### config.mk
export PLATFORM = sky130hd
export DESIGN_NAME = fan_speed_sleep_timer
export DESIGN_NICKNAME = d
export VERILOG_FILES = /design/src/fss_pkg.sv /design/src/fss_cfg.sv /design/src/fss_core.sv /design/src/fan_speed_sleep_timer.sv
export SDC_FILE = /design/constraint.sdc
export NUM_CORES = 1
export LEC_CHECK = 0
export BUFFER_PORTS_ARGS = -buffer_cell sky130_fd_sc_hd__buf_2
export CAP_MARGIN = 20
export CORE_ASPECT_RATIO = 0.75
export CORE_MARGIN = 3
export CORE_UTILIZATION = 66
export CTS_BUF_LIST = sky130_fd_sc_hd__clkbuf_4 sky130_fd_sc_hd__clkbuf_8
export CTS_CLUSTER_SIZE = 8
export DETAILED_ROUTE_END_ITERATION = 8
export PLACE_DENSITY_LB_ADDON = 0.1
export SYNTH_ARGS = -nofsm -noshare
export SYNTH_HDL_FRONTEND = slang
export SYNTH_SLANG_ARGS = --single-unit
export TNS_END_PERCENT = 5
### constraint.sdc
create_clock -name clk -period 9.9 [get_ports clk]
set_input_delay 0.99 -clock clk [delete_from_list [all_inputs] [get_ports clk]]
set_output_delay 0.99 -clock clk [all_outputs]
set_load 0.01 [all_outputs]
### src/fss_pkg.sv
// Shared types and constants for the fan speed sleep timer.
// Item and result beat layouts, configuration register map and reset values.
// No dependencies.
`default_nettype none

package fss_pkg;

  localparam int CfgIndexWidth = 3;
  localparam int CfgDataWidth  = 8;

  // Configuration register indexes
  localparam logic [CfgIndexWidth-1:0] REG_TICKS_PER_SECOND = 3'd0;
  localparam logic [CfgIndexWidth-1:0] REG_MAX_HOURS        = 3'd1;
  localparam logic [CfgIndexWidth-1:0] REG_DUTY_LEVEL1      = 3'd2;
  localparam logic [CfgIndexWidth-1:0] REG_DUTY_LEVEL2      = 3'd3;
  localparam logic [CfgIndexWidth-1:0] REG_DUTY_LEVEL3      = 3'd4;

  // Register reset values
  localparam logic [7:0] TICKS_PER_SECOND_RST = 8'd5;
  localparam logic [2:0] MAX_HOURS_RST        = 3'd4;
  localparam logic [7:0] DUTY_LEVEL1_RST      = 8'd84;
  localparam logic [7:0] DUTY_LEVEL2_RST      = 8'd168;
  localparam logic [7:0] DUTY_LEVEL3_RST      = 8'd255;

  // Seconds per minute and minutes per hour
  localparam logic [5:0] UNITS_PER_NEXT = 6'd60;

  // Speed levels
  localparam logic [1:0] LEVEL_OFF = 2'd0;
  localparam logic [1:0] LEVEL_1   = 2'd1;
  localparam logic [1:0] LEVEL_2   = 2'd2;
  localparam logic [1:0] LEVEL_3   = 2'd3;

  typedef struct packed {
    logic tick;
    logic btn_power;
    logic btn_speed1;
    logic btn_speed2;
    logic btn_speed3;
    logic btn_timer;
  } item_t;

  typedef struct packed {
    logic       fan_on;
    logic [1:0] fan_level;
    logic [7:0] pwm_duty;
    logic [2:0] hours_left;
  } result_t;

  typedef struct packed {
    logic [7:0] ticks_per_second;
    logic [2:0] max_hours;
    logic [7:0] duty_level1;
    logic [7:0] duty_level2;
    logic [7:0] duty_level3;
  } cfg_t;

endpackage

`default_nettype wire

### src/fss_cfg.sv
// Configuration register file for the fan speed sleep timer.
// Decodes writes by index into the cfg_t struct; depends on fss_pkg.
`default_nettype none

module fss_cfg (
  input  wire logic                              clk,
  input  wire logic                              rst,
  input  wire logic                              wr_en,
  input  wire logic [fss_pkg::CfgIndexWidth-1:0] wr_index,
  input  wire logic [fss_pkg::CfgDataWidth-1:0]  wr_data,
  output fss_pkg::cfg_t                          cfg
);

  always_ff @(posedge clk) begin
    if (rst) begin
      cfg.ticks_per_second <= fss_pkg::TICKS_PER_SECOND_RST;
      cfg.max_hours        <= fss_pkg::MAX_HOURS_RST;
      cfg.duty_level1      <= fss_pkg::DUTY_LEVEL1_RST;
      cfg.duty_level2      <= fss_pkg::DUTY_LEVEL2_RST;
      cfg.duty_level3      <= fss_pkg::DUTY_LEVEL3_RST;
    end else if (wr_en) begin
      unique case (wr_index)
        fss_pkg::REG_TICKS_PER_SECOND: cfg.ticks_per_second <= wr_data;
        fss_pkg::REG_MAX_HOURS:        cfg.max_hours        <= wr_data[2:0];
        fss_pkg::REG_DUTY_LEVEL1:      cfg.duty_level1      <= wr_data;
        fss_pkg::REG_DUTY_LEVEL2:      cfg.duty_level2      <= wr_data;
        fss_pkg::REG_DUTY_LEVEL3:      cfg.duty_level3      <= wr_data;
        default: ;
      endcase
    end
  end

endmodule

`default_nettype wire

### src/fss_core.sv
// Controller state and its one-item update: sleep timer chain, power toggle,
// speed select, timer button and duty lookup. Depends on fss_pkg.
`default_nettype none

module fss_core (
  input  wire logic    clk,
  input  wire logic    rst,
  input  wire logic    step,
  input  wire fss_pkg::item_t item,
  input  wire fss_pkg::cfg_t  cfg,
  output fss_pkg::result_t result
);

  logic       power_on,       power_on_next;
  logic [1:0] speed_level,    speed_level_next;
  logic [2:0] hours_count,    hours_count_next;
  logic [7:0] tick_count,     tick_count_next;
  logic [5:0] second_count,   second_count_next;
  logic [5:0] minute_count,   minute_count_next;
  logic       power_btn_held, power_btn_held_next;
  logic       timer_btn_held, timer_btn_held_next;

  logic [8:0] tick_inc;
  logic [5:0] sec_inc;
  logic [5:0] min_inc;
  logic [3:0] hours_inc;
  logic [7:0] duty;

  always_comb begin
    power_on_next       = power_on;
    speed_level_next    = speed_level;
    hours_count_next    = hours_count;
    tick_count_next     = tick_count;
    second_count_next   = second_count;
    minute_count_next   = minute_count;
    power_btn_held_next = item.btn_power;
    timer_btn_held_next = timer_btn_held;

    tick_inc  = {1'b0, tick_count} + 9'd1;
    sec_inc   = second_count + 6'd1;
    min_inc   = minute_count + 6'd1;
    hours_inc = 4'd0;

    // advance the timer chain only while the sleep timer runs
    if (item.tick && (hours_count != 3'd0)) begin
      if (tick_inc < {1'b0, cfg.ticks_per_second}) begin
        tick_count_next = tick_inc[7:0];
      end else begin
        tick_count_next = 8'd0;
        if (sec_inc < fss_pkg::UNITS_PER_NEXT) begin
          second_count_next = sec_inc;
        end else begin
          second_count_next = 6'd0;
          if (min_inc < fss_pkg::UNITS_PER_NEXT) begin
            minute_count_next = min_inc;
          end else begin
            minute_count_next = 6'd0;
            hours_count_next  = hours_count - 3'd1;
            if (hours_count_next == 3'd0) begin
              power_on_next    = 1'b0;
              speed_level_next = fss_pkg::LEVEL_OFF;
            end
          end
        end
      end
    end

    // drop pending hours once the fan is off (power state after the timer update)
    if (!power_on_next) begin
      hours_count_next = 3'd0;
    end

    if (item.btn_power && !power_btn_held) begin
      power_on_next    = ~power_on_next;
      speed_level_next = fss_pkg::LEVEL_OFF;
    end

    if (power_on_next) begin
      if (item.btn_speed1) begin
        speed_level_next = fss_pkg::LEVEL_1;
      end else if (item.btn_speed2) begin
        speed_level_next = fss_pkg::LEVEL_2;
      end else if (item.btn_speed3) begin
        speed_level_next = fss_pkg::LEVEL_3;
      end

      if (item.btn_timer && !timer_btn_held) begin
        hours_inc = {1'b0, hours_count_next} + 4'd1;
        if (hours_inc > {1'b0, cfg.max_hours}) begin
          hours_count_next = 3'd0;
        end else begin
          hours_count_next = hours_inc[2:0];
        end
      end
      timer_btn_held_next = item.btn_timer;
    end

    case (speed_level_next)
      fss_pkg::LEVEL_1: duty = cfg.duty_level1;
      fss_pkg::LEVEL_2: duty = cfg.duty_level2;
      fss_pkg::LEVEL_3: duty = cfg.duty_level3;
      default:          duty = 8'd0;
    endcase

    result.fan_on     = power_on_next;
    result.fan_level  = speed_level_next;
    result.pwm_duty   = duty;
    result.hours_left = hours_count_next;
  end

  always_ff @(posedge clk) begin
    if (rst) begin
      power_on       <= 1'b0;
      speed_level    <= fss_pkg::LEVEL_OFF;
      hours_count    <= 3'd0;
      tick_count     <= 8'd0;
      second_count   <= 6'd0;
      minute_count   <= 6'd0;
      power_btn_held <= 1'b0;
      timer_btn_held <= 1'b0;
    end else if (step) begin
      power_on       <= power_on_next;
      speed_level    <= speed_level_next;
      hours_count    <= hours_count_next;
      tick_count     <= tick_count_next;
      second_count   <= second_count_next;
      minute_count   <= minute_count_next;
      power_btn_held <= power_btn_held_next;
      timer_btn_held <= timer_btn_held_next;
    end
  end

endmodule

`default_nettype wire

### src/fan_speed_sleep_timer.sv
// Fan speed controller with sleep timer, top level.
//
// Item channel (item_valid, item_stall, item): one beat carries an optional
// timebase tick and the debounced levels of five buttons. Result channel
// (result_valid, result_stall, result): one beat per item with fan on flag,
// speed level, PWM compare value and remaining sleep hours after that item.
// Configuration channel (cfg_valid, cfg_ready, cfg_index, cfg_data): writes
// one register by index; cfg_ready is always high. Write only while idle.
//
// An item lands in an input register, the state update runs in combinational
// logic, and the result lands in the output register: result_valid rises when
// the output register takes the result. One item per cycle is sustained; the
// input register only holds while the output register is full and stalled.
// item_stall rises when both registers are full and result_stall is high.
//
// Synchronous reset (rst) clears the controller state, empties both
// registers and loads the configuration defaults.
// Depends on fss_pkg, fss_cfg and fss_core.
`default_nettype none

module fan_speed_sleep_timer (
  input  wire logic                              clk,
  input  wire logic                              rst,
  input  wire logic                              item_valid,
  output      logic                              item_stall,
  input  wire fss_pkg::item_t                    item,
  output      logic                              result_valid,
  input  wire logic                              result_stall,
  output fss_pkg::result_t                       result,
  input  wire logic                              cfg_valid,
  output      logic                              cfg_ready,
  input  wire logic [fss_pkg::CfgIndexWidth-1:0] cfg_index,
  input  wire logic [fss_pkg::CfgDataWidth-1:0]  cfg_data
);

  fss_pkg::cfg_t    cfg;
  fss_pkg::item_t   item_q;
  fss_pkg::result_t result_next;
  logic             item_q_valid;
  logic             step;
  logic             item_accept;

  assign cfg_ready   = 1'b1;
  // move the held beat forward whenever the output register can take it
  assign step        = item_q_valid && !(result_valid && result_stall);
  assign item_stall  = item_q_valid && !step;
  assign item_accept = item_valid && !item_stall;

  fss_cfg u_cfg (
    .clk      (clk),
    .rst      (rst),
    .wr_en    (cfg_valid && cfg_ready),
    .wr_index (cfg_index),
    .wr_data  (cfg_data),
    .cfg      (cfg)
  );

  fss_core u_core (
    .clk    (clk),
    .rst    (rst),
    .step   (step),
    .item   (item_q),
    .cfg    (cfg),
    .result (result_next)
  );

  always_ff @(posedge clk) begin
    if (rst) begin
      item_q_valid <= 1'b0;
      result_valid <= 1'b0;
    end else begin
      if (item_accept) begin
        item_q_valid <= 1'b1;
      end else if (step) begin
        item_q_valid <= 1'b0;
      end
      if (step) begin
        result_valid <= 1'b1;
      end else if (!result_stall) begin
        result_valid <= 1'b0;
      end
    end
    if (item_accept) begin
      item_q <= item;
    end
    if (step) begin
      result <= result_next;
    end
  end

endmodule

`default_nettype wire
* Word-level counts from Yosys, hierarchy flattened
Cells that the tools add are included.
Word-level totals: register bits after elaboration 85, bits of input ports 22, output and inout bits 17
Operators by class: add/subtract/negate cells 5, magnitude comparators 4, eq/ne operators 8, mux-type cells 32, bitwise gates (word level) 3, reductions and logical operators 25
Operator list (count):
- 3-bit two-way mux | 8
- 8-bit one-hot mux with 3 select lines | 1
- 2-bit two-way mux | 10
- 2-bit AND reduction | 7
- 6-bit by 1-bit adder with 6-bit output (second input constant) | 2
- 6-bit < comparator (second input constant) | 2
- 6-bit two-way mux | 2
- 1-bit two-way mux | 10
- 8-bit by 1-bit adder with 9-bit output (second input constant) | 1
- 9-bit by 8-bit < comparator with 1-bit output | 1
- 8-bit two-way mux | 1
- 1-bit logical AND | 7
- 3-bit by 2-bit equality test with 1-bit output (second input constant) | 2
- 3-bit zero test | 2
- 1-bit zero test | 5
- 3-bit by 1-bit adder with 4-bit output (second input constant) | 1
- 2-bit equality test (second input constant) | 2
- 4-bit by 3-bit greater-than comparator with 1-bit output | 1
- 4-bit AND reduction | 1
- 3-bit by 1-bit equality test with 1-bit output (second input constant) | 1
- 3-bit equality test (second input constant) | 1
- 1-bit inverter | 3
- 3-bit AND reduction | 1
- 3-bit nonzero test | 1
- other kinds (4) | 4

* Logic depth before layout (Yosys ltp)
Gate-level depths: netlist of the first run.
depth after elaboration 14, depth in mapped cells 19, mapped depth without buffers 19

* Hierarchy
A second synthesis of the first run with hierarchy kept.
Unflattened totals: cells, all modules 480, area, all modules 4619.4 sq um
By module, submodules not included:
- fss_core | instances 1, cells each 312, area an instance 2502.4 sq um, sequential area each 560.5 sq um
- fss_cfg | instances 1, cells each 136, area an instance 1418.9 sq um, sequential area each 700.7 sq um
- fan_speed_sleep_timer | instances 1, cells each 32, area an instance 698.2 sq um, sequential area each 640.6 sq um

* Worst setup path after synthesis of the first run
No wires, ideal clock.
path kind register to register, from reg u_core.tick_count[0], to reg u_core.hours_count[0], library setup time 115 ps, data arrival time 4158 ps, required time 9785 ps, path slack 5627 ps, cell stages (with the launch flop) 20, buffers on the path 0, clock period less this slack 4273 ps, cells stage by stage dfxtp_1 -> ha_1 -> and3_4 -> and3_1 -> xor2_1 -> ha_1 -> and3_1 -> a221o_1 -> a311o_1 -> nand3_1 -> mux2i_1 -> nor2_1 -> ha_1 -> xor2_1 -> ha_1 -> a21oi_1 -> a31oi_1 -> nor2_1 -> mux2_2 -> o21a_1
RTL lines:
- from (decl) | RTL line fss_core.sv:17 | logic [7:0] tick_count, tick_count_next;
- from (signal assigned) | RTL line fss_core.sv:125 | tick_count <= tick_count_next;
- to (signal assigned) | RTL line fss_core.sv:124 | hours_count <= hours_count_next;
- to (decl) | RTL line fss_core.sv:16 | logic [2:0] hours_count, hours_count_next;

==> run metrics, run 1 <==
status finished, final reports clean; initial antenna violation count 0; Synth cell types 54; Layout Skew between 0.01 and 0.015 ns; endpoints failing setup 0; CTS tree done; area grow syn2layout 10.7%; EDFF count, synth 20; pin count of the biggest net entering global routing 64; Die Width 99.0 microns; reg2reg path depth 18; wl on met1 4260 microns; H-tree Lvls 3; Routed WL 9350 microns; DRT antenna net count 0; CP arrival 5.27 ns; Crit Path Category register to register; Net count, final 552; mean routed wirelength per cell approximately 16 microns; FMAX 199 MHz; post-synthesis sequential area ratio 44.4%; Max Fanout on Critical Path 16; clk root buf clkbuf_8; Worst Hold Endpoint u_cfg.cfg[16]$_SDFFE_PP0P_; Hold Startpoint u_cfg.cfg[16]$_SDFFE_PP0P_; Placeable Area 0.00604 sq mm; RSZ-0062 raised after global routing no; GP Congestion 0.861; CTS resizes 0; worst-margin pin slew 0.801 ns; Static Leakage ~0.0019 uW; hold buffers post-CTS 0; Mapped Area 0.00429 sq mm; num rows 24; total grt overflow 0; max-cap viol count 0; first-pass GRT wire length between 15000 and 20000 microns; die height 75.8 microns; Synth Net Count between 500 and 600; Vias/cell 5.93; Placement Setup Slack 4.94 ns; CP Launch Type register; GRT Total Usage 25.7%; Rel. slew slack a little under half; design area 0.00474 sq mm; Clock Path Buffers 2; Req. time, crit path 10.15 ns; Syn Area/Cell ~8.8 sq um; total length of routed met3 wires a little under 600 microns; vias in the first global route between 3000 and 4000; post-detail-place hpwl about 6400 microns; setup ws final roughly 4.9 ns; clock latency on the worst-skew pair 0.36 ns; Post-Place Cells 579; setup bufs post-CTS 0; met2 WL 4380 microns; #FFs+latches synth 85; Top FF cell, synth dfxtp_1; Yosys Warn Count 0; Top Metal Used met4; R2R setup slack 4.88 ns; Clock Sinks 85; cells after synthesis 485; # IOs 39; detailed-route via count 3536; # diodes 0; Setup TNS 0 ns; r2r endpoint u_core.hours_count[0]$_SDFFE_PP0P_; VDD IR max 120 uV; DRC violations left 0; clk slew on worst S/H paths approximately 0.080 ns; CTS Buf Count 9; final hold vios 0; DRT iter0 DRCs 221; Initial DRT Pass Iterations 5; worst r2r src u_core.tick_count[2]$_SDFFE_PP0P_; Setup crit end kind register; share of post-route cells with drive strength above 1 12.2%; PwrDens 156 mW/mm^2; max-slew violations 0; Hold Crit Class register to register; non-filler cells, final 596; asr flop ratio synth 0%; port buffer count 37; Post-DP Area 0.00447 sq mm; Initial Utilization a little under three quarters; Tcrit/Tclk final 50.7%; Hold Path Depth 2; post-layout min period ~5 ns; die area 0.00751 sq mm
[worst max path at each step]
| stage | from | end | cells past startpoint |
|---|---|---|---|
| after floorplan | u_core.tick_count[0]$_SDFFE_PP0P_ | u_core.hours_count[0]$_SDFFE_PP0P_ | 19 |
| after global placement | u_core.tick_count[0]$_SDFFE_PP0P_ | u_core.hours_count[0]$_SDFFE_PP0P_ | 19 |
| after detailed placement | u_core.tick_count[0]$_SDFFE_PP0P_ | u_core.hours_count[1]$_SDFFE_PP0P_ | 18 |
| after CTS | u_core.tick_count[0]$_SDFFE_PP0P_ | u_core.hours_count[1]$_SDFFE_PP0P_ | 18 |
| after global routing | u_core.tick_count[0]$_SDFFE_PP0P_ | u_core.hours_count[1]$_SDFFE_PP0P_ | 18 |
| final | u_core.tick_count[2]$_SDFFE_PP0P_ | u_core.hours_count[0]$_SDFFE_PP0P_ | 18 |
[per-layer routing]
layer,vias to the layer above,GRT usage (%)
met3,15,6.77
met5,-,0
met1,1651,34.0
met2,118,42.6
li1,1752,-
met4,0,6.52
[area by class of cell]
class | count | area, sq um
timing repair buffer | 39 | 220
fill | 427 | 1290
sequential | 85 | 1900
tap | 78 | 97.6
inverter | 18 | 67.6
clock inverter | 6 | 111
multi-input combinational | 360 | 2210
clock buffer | 10 | 131
[stage by stage]
stage	hold slack [ns]	utilization [%]	power, uW
2_1_floorplan	0.432	-	430
3_3_place_gp	0.441	74.1	448
3_5_place_dp	0.447	74.1	451
4_1_cts	0.459	78.1	739
5_1_grt	0.477	78.6	766
6_report	0.457	78.6	738
[worst max-delay path, cell delays in order, from the launching register on]
cell and delay [ns]:
dfxtp_1 0.40, and3_1 0.25, and3_1 0.27, nand3_1 0.13, xnor2_1 0.17, ha_1 0.30, and3_1 0.19, o311a_1 0.19
a311o_1 0.54, nand3_1 0.30, or3_1 0.37, a21oi_1 0.25, ha_1 0.25, xor2_1 0.22, ha_1 0.28, a31oi_1 0.20
nor2_1 0.10, mux2_2 0.31, o21a_1 0.17
[sequential cells by signal, summed over array words and instances, names as in the netlist]
signal,flops
u_cfg.cfg,35
item_q,6
u_core.power_btn_held,1
u_core.speed_level,2
u_core.power_on,1
u_core.second_count,6
u_core.hours_count,3
item_q_valid,1
result,14
u_core.minute_count,6
u_core.tick_count,8
result_valid,1
u_core.timer_btn_held,1
[placed cells by master, fill, tap and decap left out, drive strengths merged, types with 3 or more instances in the layout]
master and n:
a21boi 3, a21o 3, a21oi 48, a31oi 3, and3 10, buf 39, bufinv 3, clkbuf 10
clkinv 4, dfxtp 65, edfxtp 20, ha 17, inv 17, mux2i 23, nand2 92, nand2b 5
nand3 12, nand3b 21, nand4 8, nor2 35, nor2b 8, nor3 4, nor3b 5, o21a 3
o21ai 20, xnor2 3, xor2 7
[cells in the mapped netlist (3+ instances only)]
library cell	n	share of area, %
nand4_1	8	1.2
mux2i_1	23	5.4
ha_1	17	5.0
nand3b_1	21	3.7
and3_1	9	1.3
a31oi_1	3	0.44
nand2_1	92	8.1
nand2b_1	5	0.73
nor2_1	35	3.1
edfxtp_1	20	14
o21a_1	3	0.53
nor3_1	4	0.47
clkbuf_1	18	1.6
inv_1	17	1.5
a21oi_1	48	5.6
nand3_1	12	1.4
a21o_1	3	0.53
nor2b_1	8	1.2
xor2_1	7	1.4
o21ai_0	19	2.2
dfxtp_1	65	30
nor3b_1	5	0.88
[kinds of logic (layout without fill, tap and decap cells)]
group,count (synthesis),count (layout),share of synthesized area (%)
compound gates,97,97,14.4
buf+inv,40,73,3.97
other cells,1,1,0.0875
mux,25,25,5.90
fa+ha+maj,17,17,4.96
flops,85,85,44.4
xor+xnor,10,10,2.22
simple gates,210,210,24.1
[where the power goes]
part,internal (uW),switching (uW),total [uW]
Sequential,368,6.06,374
Clock,170,122,292
Combinational,27.7,43.5,71.3
Total,566,171,738
No activity file was read; power rests on OpenSTA's default activity.
==> run 2, diff against run 1 <==
- CORE_UTILIZATION: 66 -> 62
- clock period: 9.9 -> 5.2 ns (I/O delays scaled with it)
==> run 2 against run 1 <==
- clock skew is essentially flat
- register-to-register slack got worse by 4.3 ns
- routed wire length is 1.8% lower
- worst setup slack worse by 4.3 ns
- sequential power grew 90%
- critical endpoint is now u_core.hours_count[1]$_SDFFE_PP0P_
- highest routed layer unchanged
==> run metrics, run 2 (same netlist as run 1, synthesis figures left out) <==
status finished, final reports clean; launch point of the worst path u_core.tick_count[0]$_SDFFE_PP0P_; die height 78 microns (+2.9%); VDD IR max 157 uV (+31%); Initial Utilization 65.9% (-5.1 points); Setup crit end kind register; Routed WL 9180 microns (-1.8%); worst-margin pin slew 0.768 ns (-0.0327 ns); GP Congestion 0.925 (+7.4%); Req. time, crit path 5.46 ns (-4.69 ns); commonest non-fill, non-tap cells in the layout nand2_1, dfxtp_1, a21oi_1; first-pass GRT wire length 15500 microns (+2.2%); clk root buf clkbuf_8; Clock Sinks 85 (unchanged); final hold vios 0 (unchanged); DRT antenna net count 0 (unchanged); H-tree Lvls 3 (unchanged); Rel. slew slack 48.5% (+2.2 points); clk slew on worst S/H paths 0.09 ns (about the same); CP Launch Type register; max-slew violations 0 (unchanged); clock latency on the worst-skew pair 0.36 ns (about the same); # IOs 39 (unchanged); port buffer count 37 (unchanged); Vias/cell 5.82 (-2.0%); share of post-route cells with drive strength above 1 12.7% (+0.53 points); design area 0.00469 sq mm (-1.2%); CTS tree done; initial antenna violation count 0 (unchanged); Top Metal Used met4; Critical-path top delay cell dfxtp_1; hold buffers post-CTS 0 (unchanged); CTS Buf Count 9 (unchanged); Crit Path Category register to register; Initial DRT Pass Iterations 4 (-1); worst r2r src u_core.tick_count[0]$_SDFFE_PP0P_; total length of routed met3 wires 542 microns (-9.2%); Hold Crit Class primary input to register; Static Leakage 0.00188 uW (-1.7%); PwrDens 270 mW/mm^2 (+74%); total grt overflow 0 (unchanged); CP arrival 4.92 ns (-0.35 ns); Layout Skew 0.0118 ns (+0.000116 ns); CTS resizes 0 (unchanged); GRT Total Usage 24.5% (-1.2 points); post-detail-place hpwl 6410 microns (-0.43%); Setup TNS 0 ns (unchanged); Final Hold Slack 0.324 ns (-0.133 ns); Net count, final 554 (+0.36%); pin count of the biggest net entering global routing 64 (unchanged); Hold Startpoint item[1]; num rows 25 (+4.2%); RSZ-0062 raised after global routing no; wl on met1 4380 microns (+2.9%); Placeable Area 0.00651 sq mm (+7.8%); biggest regs u_cfg.cfg x35, result x14, u_core.tick_count x8; DRT iter0 DRCs 181 (-18%); vias in the first global route 3310 (+2.6%); detailed-route via count 3496 (-1.1%); Biggest register u_cfg.cfg; Die Width 102 microns (+3.0%); DRC violations left 0 (unchanged); Clock Path Buffers 2 (unchanged); post-layout min period 4.66 ns (-0.360 ns); most common cell after layout, fill and taps aside nand2_1; critical path's most frequent cell ha_1; FMAX 215 MHz (+7.7%); Largest register FFs 35 (unchanged); met2 WL 4180 microns (-4.6%); endpoints failing setup 0 (unchanged); die area 0.00796 sq mm (+6.0%); CP Cell Sequence ha_1 -> and3_4 -> and3_1 -> xor2_1 -> ha_1 -> and3_1 -> a221o_1 -> a311o_1 -> buf_4 -> nand4_1 -> mux2i_1 -> xor2_1 -> ha_1 -> a31oi_1 -> nor2_1 -> a32o_1 -> o21a_1; Critical Path Max Stage Delay 0.40 ns (-0.14 ns); Max Fanout on Critical Path 15 (-1); max-cap viol count 0 (unchanged); # diodes 0 (unchanged); setup bufs post-CTS 0 (unchanged); Tcrit/Tclk final 89.5% (+39 points); area grow syn2layout 9.34%; mean routed wirelength per cell 15.3 microns (-2.6%); Post-DP Area 0.00449 sq mm (+0.42%)
-- run 2: cell types whose count changed in the layout (fill, tap and decap cells not counted), sizes merged --
| cell | before | now |
|---|---|---|
| clkbuf | 10 | 9 |
| bufinv | 3 | 0 |
| clkinvlp | 0 | 3 |
| buf | 39 | 41 |
| inv | 17 | 18 |
-- run 2: final timing paths --
| check | slack [ns] | endpoint | depth (start not counted) |
|---|---|---|---|
| setup reg to reg | 0.54 | u_core.hours_count[1]$_SDFFE_PP0P_ | 17 |
| hold reg to reg | 0.46 | u_cfg.cfg[32]$_SDFFE_PP0P_ | 2 |
| setup / recovery | 0.54 | u_core.hours_count[1]$_SDFFE_PP0P_ | 17 |
| hold / removal | 0.32 | item_q[1]$_DFFE_PP_ | 1 |
-- run 2: per-stage QoR --
step | instances | worst slack, ns | utilization [%] | total power [uW]
finish | 601 | 0.544 | 72.0 | 1270
CTS | 600 | 0.574 | 71.7 | 1270
global route | 601 | 0.230 | 72.0 | 1320
floorplan | 485 | 0.927 | - | 818
global placement | 584 | 0.849 | 69.0 | 855
detailed placement | 584 | 0.641 | 69.0 | 860
-- run 2: layout make-up --
| cell class | count | area [sq um] |
|---|---|---|
| clock inverters | 7 | 50.0 |
| repair buffers | 41 | 228 |
| flip-flops and latches | 85 | 1900 |
| inverters | 18 | 67.6 |
| fillers | 504 | 1820 |
| well taps | 81 | 101 |
| clock buffers | 9 | 124 |
| multi-input cells | 360 | 2210 |
-- run 2: power breakdown --
group	switching, uW	internal (uW)
clock network	245	174
registers	11.5	701
logic	81.4	53.3
total	338	928
-- run 2: metal layers --
metal  up-vias  GRT usage (%)
met5         -              0
met4         0           6.55
met3         8           5.66
met2        97           39.0
met1      1629           33.4
li1       1762              -
-- run 2: critical path, delay by kind of cell (launching register included) --
| kind | cells | cell delay [ns] |
|---|---|---|
| compound gates | 5 | 1.42 |
| simple gates | 5 | 0.92 |
| fa+ha+maj | 3 | 0.81 |
| xor+xnor | 2 | 0.41 |
| flops | 1 | 0.40 |
| mux | 1 | 0.39 |
| buf+inv | 1 | 0.21 |
